===== src/design/evad_pkg.sv =====
`timescale 1ns / 1ps

package evad_pkg;

   // Register file
   localparam int CSR_DATA_WIDTH  = 16;
   localparam int CSR_INDEX_WIDTH = 3;

   localparam logic [CSR_INDEX_WIDTH-1:0] CSR_START_RMS  = 3'd0;
   localparam logic [CSR_INDEX_WIDTH-1:0] CSR_START_PEAK = 3'd1;
   localparam logic [CSR_INDEX_WIDTH-1:0] CSR_END_RMS    = 3'd2;
   localparam logic [CSR_INDEX_WIDTH-1:0] CSR_CONFIRM    = 3'd3;
   localparam logic [CSR_INDEX_WIDTH-1:0] CSR_HANGOVER   = 3'd4;
   localparam logic [CSR_INDEX_WIDTH-1:0] CSR_ACT_LIMIT  = 3'd5;

   // Result codes
   localparam logic [1:0] EV_NONE  = 2'd0;
   localparam logic [1:0] EV_START = 2'd1;
   localparam logic [1:0] EV_END   = 2'd2;

   localparam logic [1:0] CAUSE_NONE    = 2'd0;
   localparam logic [1:0] CAUSE_SILENCE = 2'd1;
   localparam logic [1:0] CAUSE_TIMEOUT = 2'd2;

   typedef struct packed {
      logic [1:0] vad_event;
      logic [1:0] end_cause;
   } rsp_type;

endpackage


===== src/design/energy_vad_hangover_fsm.sv =====
`timescale 1ns / 1ps

// Energy voice-activity detector with hangover.
//
// Request channel (req_*): one beat per audio frame, carrying its RMS and peak
// level. Response channel (rsp_*): exactly one beat per request beat, in order,
// with the event (none / voice start / voice end) and, on voice end, its cause
// (silence or timeout). Both channels move a beat at a clock edge where valid
// is high and stall is low.
//
// A frame's response is registered in the output or, while one waits, the skid
// register. Throughput: one frame per cycle while req_stall is low; the state
// update (a handful of compares, saturating increments) ends in the accept cycle.
//
// Stall: a two-entry output queue (output register plus skid register) sits in
// front of rsp_*. A new frame is still taken while one response waits; only
// when both entries are full is req_stall raised, and it comes from a flop.
//
// Reset (synchronous, active high): detector goes idle with all run counters
// cleared, the output queue empties and the six csr registers return to their
// defaults. csr writes are registered and are meant for idle periods.
module energy_vad_hangover_fsm #(
   parameter int LEVEL_WIDTH = 16,
   parameter int COUNT_WIDTH = 16
) (
   input  logic                                  clock,
   input  logic                                  reset,
   // config write port
   input  logic                                  csr_we,
   input  logic [evad_pkg::CSR_INDEX_WIDTH-1:0]  csr_index,
   input  logic [evad_pkg::CSR_DATA_WIDTH-1:0]   csr_wdata,
   // request channel
   input  logic                                  req_valid,
   output logic                                  req_stall,
   input  logic [LEVEL_WIDTH-1:0]                req_frame_rms,
   input  logic [LEVEL_WIDTH-1:0]                req_frame_peak,
   // response channel
   output logic                                  rsp_valid,
   input  logic                                  rsp_stall,
   output logic [1:0]                            rsp_vad_event,
   output logic [1:0]                            rsp_end_cause
);

   // Detector phase codes
   localparam logic [1:0] PH_IDLE   = 2'd0;
   localparam logic [1:0] PH_SPEECH = 2'd1;
   localparam logic [1:0] PH_HANG   = 2'd2;
   localparam logic [1:0] PH_UNUSED = 2'd3;

   localparam logic [COUNT_WIDTH-1:0] COUNT_MAX = {COUNT_WIDTH{1'b1}};

   // ---------------------------------------------------------------
   // Config registers
   // ---------------------------------------------------------------
   logic [LEVEL_WIDTH-1:0] rms_gate_ff, peak_gate_ff, end_rms_ff;
   logic [COUNT_WIDTH-1:0] confirm_ff, hangover_ff, act_limit_ff;
   logic [63:0]            wdata_wide;

   // zero-extend so any parameter width can take its low bits
   assign wdata_wide = 64'(csr_wdata);

   always_ff @(posedge clock) begin
      if (reset) begin
         rms_gate_ff   <= LEVEL_WIDTH'(800);
         peak_gate_ff  <= LEVEL_WIDTH'(3000);
         end_rms_ff    <= LEVEL_WIDTH'(500);
         confirm_ff    <= COUNT_WIDTH'(3);
         hangover_ff   <= COUNT_WIDTH'(50);
         act_limit_ff  <= COUNT_WIDTH'(1500);
      end else if (csr_we) begin
         unique case (csr_index)
            evad_pkg::CSR_START_RMS:  rms_gate_ff   <= wdata_wide[LEVEL_WIDTH-1:0];
            evad_pkg::CSR_START_PEAK: peak_gate_ff  <= wdata_wide[LEVEL_WIDTH-1:0];
            evad_pkg::CSR_END_RMS:    end_rms_ff    <= wdata_wide[LEVEL_WIDTH-1:0];
            evad_pkg::CSR_CONFIRM:    confirm_ff    <= wdata_wide[COUNT_WIDTH-1:0];
            evad_pkg::CSR_HANGOVER:   hangover_ff   <= wdata_wide[COUNT_WIDTH-1:0];
            evad_pkg::CSR_ACT_LIMIT:  act_limit_ff  <= wdata_wide[COUNT_WIDTH-1:0];
            default: ;  // unmapped index: write dropped
         endcase
      end
   end

   // ---------------------------------------------------------------
   // Detector state and next-state logic
   // ---------------------------------------------------------------
   logic [1:0]             phase_ff, phase_in;
   logic [COUNT_WIDTH-1:0] loud_run_ff, loud_run_in;
   logic [COUNT_WIDTH-1:0] quiet_run_ff, quiet_run_in;
   logic [COUNT_WIDTH-1:0] active_ff, active_in;
   evad_pkg::rsp_type      result;

   logic                   accept;
   logic                   is_loud, is_quiet;
   logic [COUNT_WIDTH-1:0] loud_inc, quiet_inc, active_inc;

   function automatic logic [COUNT_WIDTH-1:0] sat_inc(input logic [COUNT_WIDTH-1:0] c);
      return (c == COUNT_MAX) ? COUNT_MAX : c + COUNT_WIDTH'(1);
   endfunction

   assign accept     = req_valid && !req_stall;
   assign is_loud    = (req_frame_rms >= rms_gate_ff) && (req_frame_peak >= peak_gate_ff);
   assign is_quiet   = (req_frame_rms <= end_rms_ff);
   assign loud_inc   = sat_inc(loud_run_ff);
   assign quiet_inc  = sat_inc(quiet_run_ff);
   assign active_inc = sat_inc(active_ff);

   always_comb begin
      phase_in     = phase_ff;
      loud_run_in  = loud_run_ff;
      quiet_run_in = quiet_run_ff;
      active_in    = active_ff;
      result       = '{vad_event: evad_pkg::EV_NONE, end_cause: evad_pkg::CAUSE_NONE};

      unique case (phase_ff)
         PH_IDLE: begin
            active_in    = '0;
            quiet_run_in = '0;
            if (is_loud) begin
               loud_run_in = loud_inc;
               if (loud_inc >= confirm_ff) begin
                  phase_in         = PH_SPEECH;
                  loud_run_in      = '0;
                  result.vad_event = evad_pkg::EV_START;
               end
            end else begin
               loud_run_in = '0;
            end
         end
         PH_SPEECH, PH_HANG: begin
            active_in = active_inc;
            // timeout is checked before the frame level
            if (active_inc >= act_limit_ff) begin
               phase_in         = PH_IDLE;
               loud_run_in      = '0;
               quiet_run_in     = '0;
               active_in        = '0;
               result.vad_event = evad_pkg::EV_END;
               result.end_cause = evad_pkg::CAUSE_TIMEOUT;
            end else if (is_quiet) begin
               quiet_run_in = quiet_inc;
               if (phase_ff == PH_SPEECH) begin
                  // first quiet frame only opens hangover
                  phase_in = PH_HANG;
               end else if (quiet_inc >= hangover_ff) begin
                  phase_in         = PH_IDLE;
                  loud_run_in      = '0;
                  quiet_run_in     = '0;
                  active_in        = '0;
                  result.vad_event = evad_pkg::EV_END;
                  result.end_cause = evad_pkg::CAUSE_SILENCE;
               end
            end else begin
               // not quiet: back to speech silently
               phase_in     = PH_SPEECH;
               quiet_run_in = '0;
            end
         end
         default: begin
            // unused code: recover to idle, no event
            phase_in     = PH_IDLE;
            loud_run_in  = '0;
            quiet_run_in = '0;
            active_in    = '0;
         end
      endcase
   end

   always_ff @(posedge clock) begin
      if (reset) begin
         phase_ff     <= PH_IDLE;
         loud_run_ff  <= '0;
         quiet_run_ff <= '0;
         active_ff    <= '0;
      end else if (accept) begin
         phase_ff     <= phase_in;
         loud_run_ff  <= loud_run_in;
         quiet_run_ff <= quiet_run_in;
         active_ff    <= active_in;
      end
   end

   // ---------------------------------------------------------------
   // Output queue: output register plus skid register
   // ---------------------------------------------------------------
   logic              out_valid_ff, skid_valid_ff;
   evad_pkg::rsp_type out_ff, skid_ff;
   logic              pop;

   assign pop       = out_valid_ff && !rsp_stall;
   assign req_stall = skid_valid_ff;

   always_ff @(posedge clock) begin
      if (reset) begin
         out_valid_ff  <= 1'b0;
         skid_valid_ff <= 1'b0;
      end else if (pop) begin
         if (skid_valid_ff) begin
            skid_valid_ff <= 1'b0;  // no accept here, stall was high
         end else begin
            out_valid_ff <= accept;
         end
      end else if (accept) begin
         if (out_valid_ff) begin
            skid_valid_ff <= 1'b1;
         end else begin
            out_valid_ff <= 1'b1;
         end
      end
   end

   always_ff @(posedge clock) begin
      if (pop && skid_valid_ff) begin
         out_ff <= skid_ff;
      end else if (accept && (pop || !out_valid_ff)) begin
         out_ff <= result;
      end
      if (accept && out_valid_ff && !pop) begin
         skid_ff <= result;
      end
   end

   assign rsp_valid     = out_valid_ff;
   assign rsp_vad_event = out_ff.vad_event;
   assign rsp_end_cause = out_ff.end_cause;

   // ---------------------------------------------------------------
   // Assertions
   // ---------------------------------------------------------------
   a_skid_needs_out: assert property (@(posedge clock) disable iff (reset)
      skid_valid_ff |-> out_valid_ff)
      else $error("skid entry held with empty output register");

   a_cause_only_on_end: assert property (@(posedge clock) disable iff (reset)
      rsp_valid |-> (rsp_end_cause == evad_pkg::CAUSE_NONE) ||
                    (rsp_vad_event == evad_pkg::EV_END))
      else $error("end cause reported without voice end");

   a_no_unused_phase: assert property (@(posedge clock) disable iff (reset)
      phase_ff != PH_UNUSED)
      else $error("detector phase reached unused code");

   a_start_enters_speech: assert property (@(posedge clock) disable iff (reset)
      accept && (result.vad_event == evad_pkg::EV_START) |=> phase_ff == PH_SPEECH)
      else $error("voice start without entering speech");

   a_end_clears_counts: assert property (@(posedge clock) disable iff (reset)
      accept && (result.vad_event == evad_pkg::EV_END) |=>
         (phase_ff == PH_IDLE) && (active_ff == '0) && (quiet_run_ff == '0))
      else $error("voice end did not return detector to idle");

endmodule


===== config.mk =====
export PLATFORM = sky130hd
export DESIGN_NAME = energy_vad_hangover_fsm
export DESIGN_NICKNAME = d
export VERILOG_FILES = /design/src/design/evad_pkg.sv /design/src/design/energy_vad_hangover_fsm.sv
export SDC_FILE = /design/constraint.sdc
export NUM_CORES = 1
export LEC_CHECK = 0
export BUFFER_PORTS_ARGS = -buffer_cell sky130_fd_sc_hd__buf_2
export CAP_MARGIN = 10
export CELL_PAD_IN_SITES_DETAIL_PLACEMENT = 1
export CELL_PAD_IN_SITES_GLOBAL_PLACEMENT = 1
export CORE_ASPECT_RATIO = 2
export CORE_MARGIN = 2
export CORE_UTILIZATION = 45
export DETAILED_ROUTE_END_ITERATION = 16
export PLACE_DENSITY = 0.9
export SYNTH_ARGS = -nofsm -noshare
export SYNTH_HDL_FRONTEND = slang
export SYNTH_SLANG_ARGS = --single-unit

===== constraint.sdc =====
create_clock -name clock -period 8.3 [get_ports clock]
set_clock_uncertainty 0.2 [all_clocks]
set_input_delay 0 -clock clock [delete_from_list [all_inputs] [get_ports clock]]
set_output_delay 0 -clock clock [all_outputs]
set_load 0.05 [all_outputs]

==> results.md <==
* Max cap viols at 0
* Final setup viols at 0
* Seq pwr share at 44.1%
* Port bufs at between 60 and 70
* Synth top area share at 33.38%
* Drt via density at 5.776
* Final #Nets at 1333
* Yosys cell types at between 50 and 60
* Mapped Nets at 1272
* Net Sw Power at between 400 and 500 uW
* Multiplexer area fraction after synthesis at 1.128%
* Initial Utilization at roughly 46%
* Area delta synth->final at 14.77%
* Largest family of logic cells by synthesized area: simple AND/OR/NAND/NOR gates
* Max-slew violation count at 0
* Largest cells by area after synthesis: dfxtp_1, ha_1, nand2_1
* Worst r2r path cells at 15
* DRT Pass-1 Iters at 5
* Maximum clock path buffer count at 2
* Largest net degree at the start of global routing at between 100 and 150
* Mapped Area at between 8000 and 9000 um2
* Final Hold Viols at 0
* Leak pwr at 0.004482 uW
* Clk_lat worst skew at roughly 440 ps
* Startpoint class of the critical path: flip-flop
* DRT Wirelength at 28980 um
* CTS tree: built
* Worst Path Buf+Inv at 0
* GRT overflow at 0
* Ys async rst share at 0%
* DRC at 0
* Initial antenna violation count at 1
* Crit path from: active_ff[6]$_SDFFE_PP0P_
* Cell Chain, Critical Path: nand3_1, nor2_1, nand2_1, nor3_1, nand2b_1, nand2_1, ha_1, a21o_1, a21o_1, a211o_1, a211oi_1, a21bo_2, a21oi_2, nand3_1, a21oi_1
* Tmin final at 4844 ps
* Worst Path Max Fanout at 16
* Cts bufs inserted at 17
* Vias in the first global route at ~9100
* Core area at approximately 19000 um2
* Post-cts sizing count at 0
* Ys flop type: dfxtp_1
* Worst path depth at 15
* Post-DP HPWL at 19110 um
* First-pass GRT wire length at 46670 um
* Synthesized-area fraction occupied by adder cells at 14.38%
* FF+latch count, synth at 156
* Share of cells above drive strength 1 at 9.596%
* Post-synthesis sequential area ratio at a little over a third
* Number of fill cells at around 2300
* Yosys Warn Count at 0
* IO Pins at between 60 and 70
* Largest area contributor in the netlist: dfxtp_1
* H-tree depth at 4
* Kind of critical path: flip-flop to flip-flop
* Worst flop-to-flop path endpoint: quiet_run_ff[13]$_SDFFE_PP0P_
* Gate power share at around a tenth
* Cells after synthesis at ~1100
* Status: completed
* Crit path capture: quiet_run_ff[13]$_SDFFE_PP0P_
* Power per Cell Area at 173.6 nW/um2
* Sw Share at a little over a quarter
* GRT Util Overall at 29.05%
* Worst relative slew slack at between 20 and 30%
* Worst slew pin tran at 1076 ps
* RR Startpoint: active_ff[6]$_SDFFE_PP0P_
* Maximum VDD drop at 0.1755 mV
* CP arrival at roughly 5000 ps
* Crit-path leading delay family: compound AO/OA/AOI/OAI gates
* Reg area at 3203 um2
* Wire per inst at 20.01 um
* Clock share of power at a little under half
* Die Ht at between 200 and 250 um
* Unrepaired setup endpoints after global routing: no
* Clk pin slew, worst setup/hold paths at about 70 ps
* Clock sink count at between 150 and 200
* DP Area at slightly above 9000 um2
* WP data required at 8470 ps
* Compound-Gate Fraction of Synth Area at between 15 and 20%
* R2r setup slk at roughly 3500 ps
* Final ANT Viol Nets at 0
* Root Buffer: clkbuf_16
* Tcrit/Tclk final at around three fifths
* Via count at between 8000 and 9000
* Setup TNS Final at 0 ps
* Crit-path max cell delay at 590 ps
* Die area at 20930 um2
* Highest clock rate at approximately 210 MHz
* Setup bufs post-CTS at 0
* Iter 0 DRT Violations at around 410
* Die Wd at approximately 100 um
* Post-Synth XOR/XNOR Area at 2.763%
* Design area at between 10000 and 15000 um2
* Rows at 72
* Multi-input combinational cell area at roughly 5100 um2
* Post-synthesis simple-gate area fraction at 21.45%
* EDFF count, synth at 8
* Synthesized area per cell at 7.968 um2
* Critical path's slowest cell: a21oi_2
* Worst hold path class: input pin to flip-flop
* Final GP Congestion at between 0.8 and 0.9
* Power Internal at 1302 uW
* Worst setup EP type: flip-flop
Yosys cell counts (3+ instances only):
cell	instances
clkbuf_1	39
mux2_2	8
and2_1	5
a211o_1	18
nor2b_1	9
nand2b_1	11
nand2_1	239
xnor2_1	14
o21ai_0	20
a21oi_1	131
ha_1	102
inv_1	101
nand4_1	14
a22o_1	33
nand3b_1	12
edfxtp_1	8
a31oi_1	3
nand3_1	40
a21o_1	16
a211oi_1	8
nor3_1	13
xor2_1	14
dfxtp_1	148
or3_1	3
nor2_1	50
and3_1	16
buf_2	4
o21a_1	3
sequential cells by signal, indices dropped and copies added, names as in the netlist, 2 cells and up:
name and flops:
phase_ff 2, peak_gate_ff 16, quiet_run_ff 16, end_rms_ff 16, hangover_ff 16, act_limit_ff 16, active_ff 16, rsp_end_cause 2
rsp_vad_event 2, loud_run_ff 16, confirm_ff 16, rms_gate_ff 16, skid_ff 4
logic make-up (layout without fill, tap and decap cells):
group	count (synthesis)	after routing
buf+inv	148	222
simple gates	424	424
flops	156	156
other cells	0	1
fa+ha+maj	102	102
mux	9	9
xor+xnor	28	28
compound gates	247	247
worst min-delay path by stage:
stage / start / end / slack, ps / cells after the start
6_report: csr_index[2] / hangover_ff[14]$_SDFFE_PP0P_ / 60 / 4
5_1_grt: csr_index[2] / act_limit_ff[0]$_SDFFE_PP0P_ / 110 / 4
4_1_cts: csr_index[2] / hangover_ff[15]$_SDFFE_PP0P_ / 50 / 4
3_5_place_dp: req_valid / req_stall$_SDFFE_PP0P_ / 140 / 3
3_3_place_gp: req_valid / req_stall$_SDFFE_PP0P_ / 120 / 3
2_1_floorplan: csr_wdata[2] / end_rms_ff[2]$_SDFFE_PP1P_ / -80 / 1
metrics by stage:
stage	worst slack [ps]	total power, uW	utilization [%]	instances	hold WS, ps
floorplan	4342	894.2	-	1114	-82.16
global placement	3686	949.5	48.28	1392	116.3
detailed placement	3608	958.1	48.28	1392	144.1
CTS	3515	1761	52.58	1447	50.56
global route	3130	1819	52.60	1448	114.9
finish	3456	1769	52.60	1448	63.32
worst reg2reg max path, stage by stage (launching register included):
cell and delay (ps):
dfxtp_1 440, nand3_1 130, nor2_1 200, nand2_1 130, nor3_1 360, nand2b_1 380, nand2_1 190, ha_1 260
a21o_1 170, a21o_1 190, a211o_1 300, a211oi_1 530, a21bo_2 320, a21oi_2 590, nand3_1 180, a21oi_1 210
cells in the final DEF, fill, tap and decap left out, drive strengths merged, types with 3 or more instances in the layout:
cell type | Yosys | final
edfxtp | 8 | 8
dfxtp | 148 | 148
a21o | 16 | 16
buf | 8 | 66
nand4 | 14 | 14
and2 | 6 | 6
nor3 | 13 | 13
a21oi | 132 | 132
xnor2 | 14 | 14
clkinv | 0 | 3
a22o | 33 | 33
nor2b | 9 | 9
inv | 101 | 104
clkinvlp | 0 | 4
o21ai | 20 | 20
xor2 | 14 | 14
or3 | 3 | 3
a211o | 18 | 18
dlygate4sd3 | 0 | 23
mux2 | 8 | 8
ha | 102 | 102
nand3 | 40 | 40
clkbuf | 39 | 20
nand2b | 11 | 11
a31oi | 3 | 3
nor4 | 3 | 3
and3 | 16 | 16
o21a | 3 | 3
nand2 | 239 | 239
a211oi | 8 | 8
nor2 | 50 | 50
nand3b | 12 | 12
per-layer routing:
layer	vias to the layer above	GRT usage [%]	routed length, um
li1	3933	-	-
met3	105	5.680	1062
met5	-	0	0
met1	4104	28.78	10370
met4	0	17.53	1817
met2	222	53.39	15730
cell type report:
class,instances,share of cell area [%]
Timing Repair Buffer,89,5.650
Sequential cell,156,31.44
Clock buffer,20,4.581
Tap cell,259,3.181
Multi-Input combinational cell,810,50.06
Inverter,101,3.721
Antenna cell,1,0.02456
Clock inverter,12,1.339
power by group through the flow:
stage / Clock, uW / Combinational (uW) / Sequential [uW]
after global routing: 842 / 196 / 781
final: 808 / 182 / 780
after CTS: 807 / 175 / 779
after detailed placement: 0 / 163 / 795
after floorplan: 0 / 94.0 / 800
after global placement: 0 / 155 / 794
what timing repair did:
action | in CTS | in global routing
endpoints found under the setup margin | 0 | 0
endpoints found under the hold margin | 123 | 0
hold buffers | 23 | 0
Power figures use the tool's default switching activity.
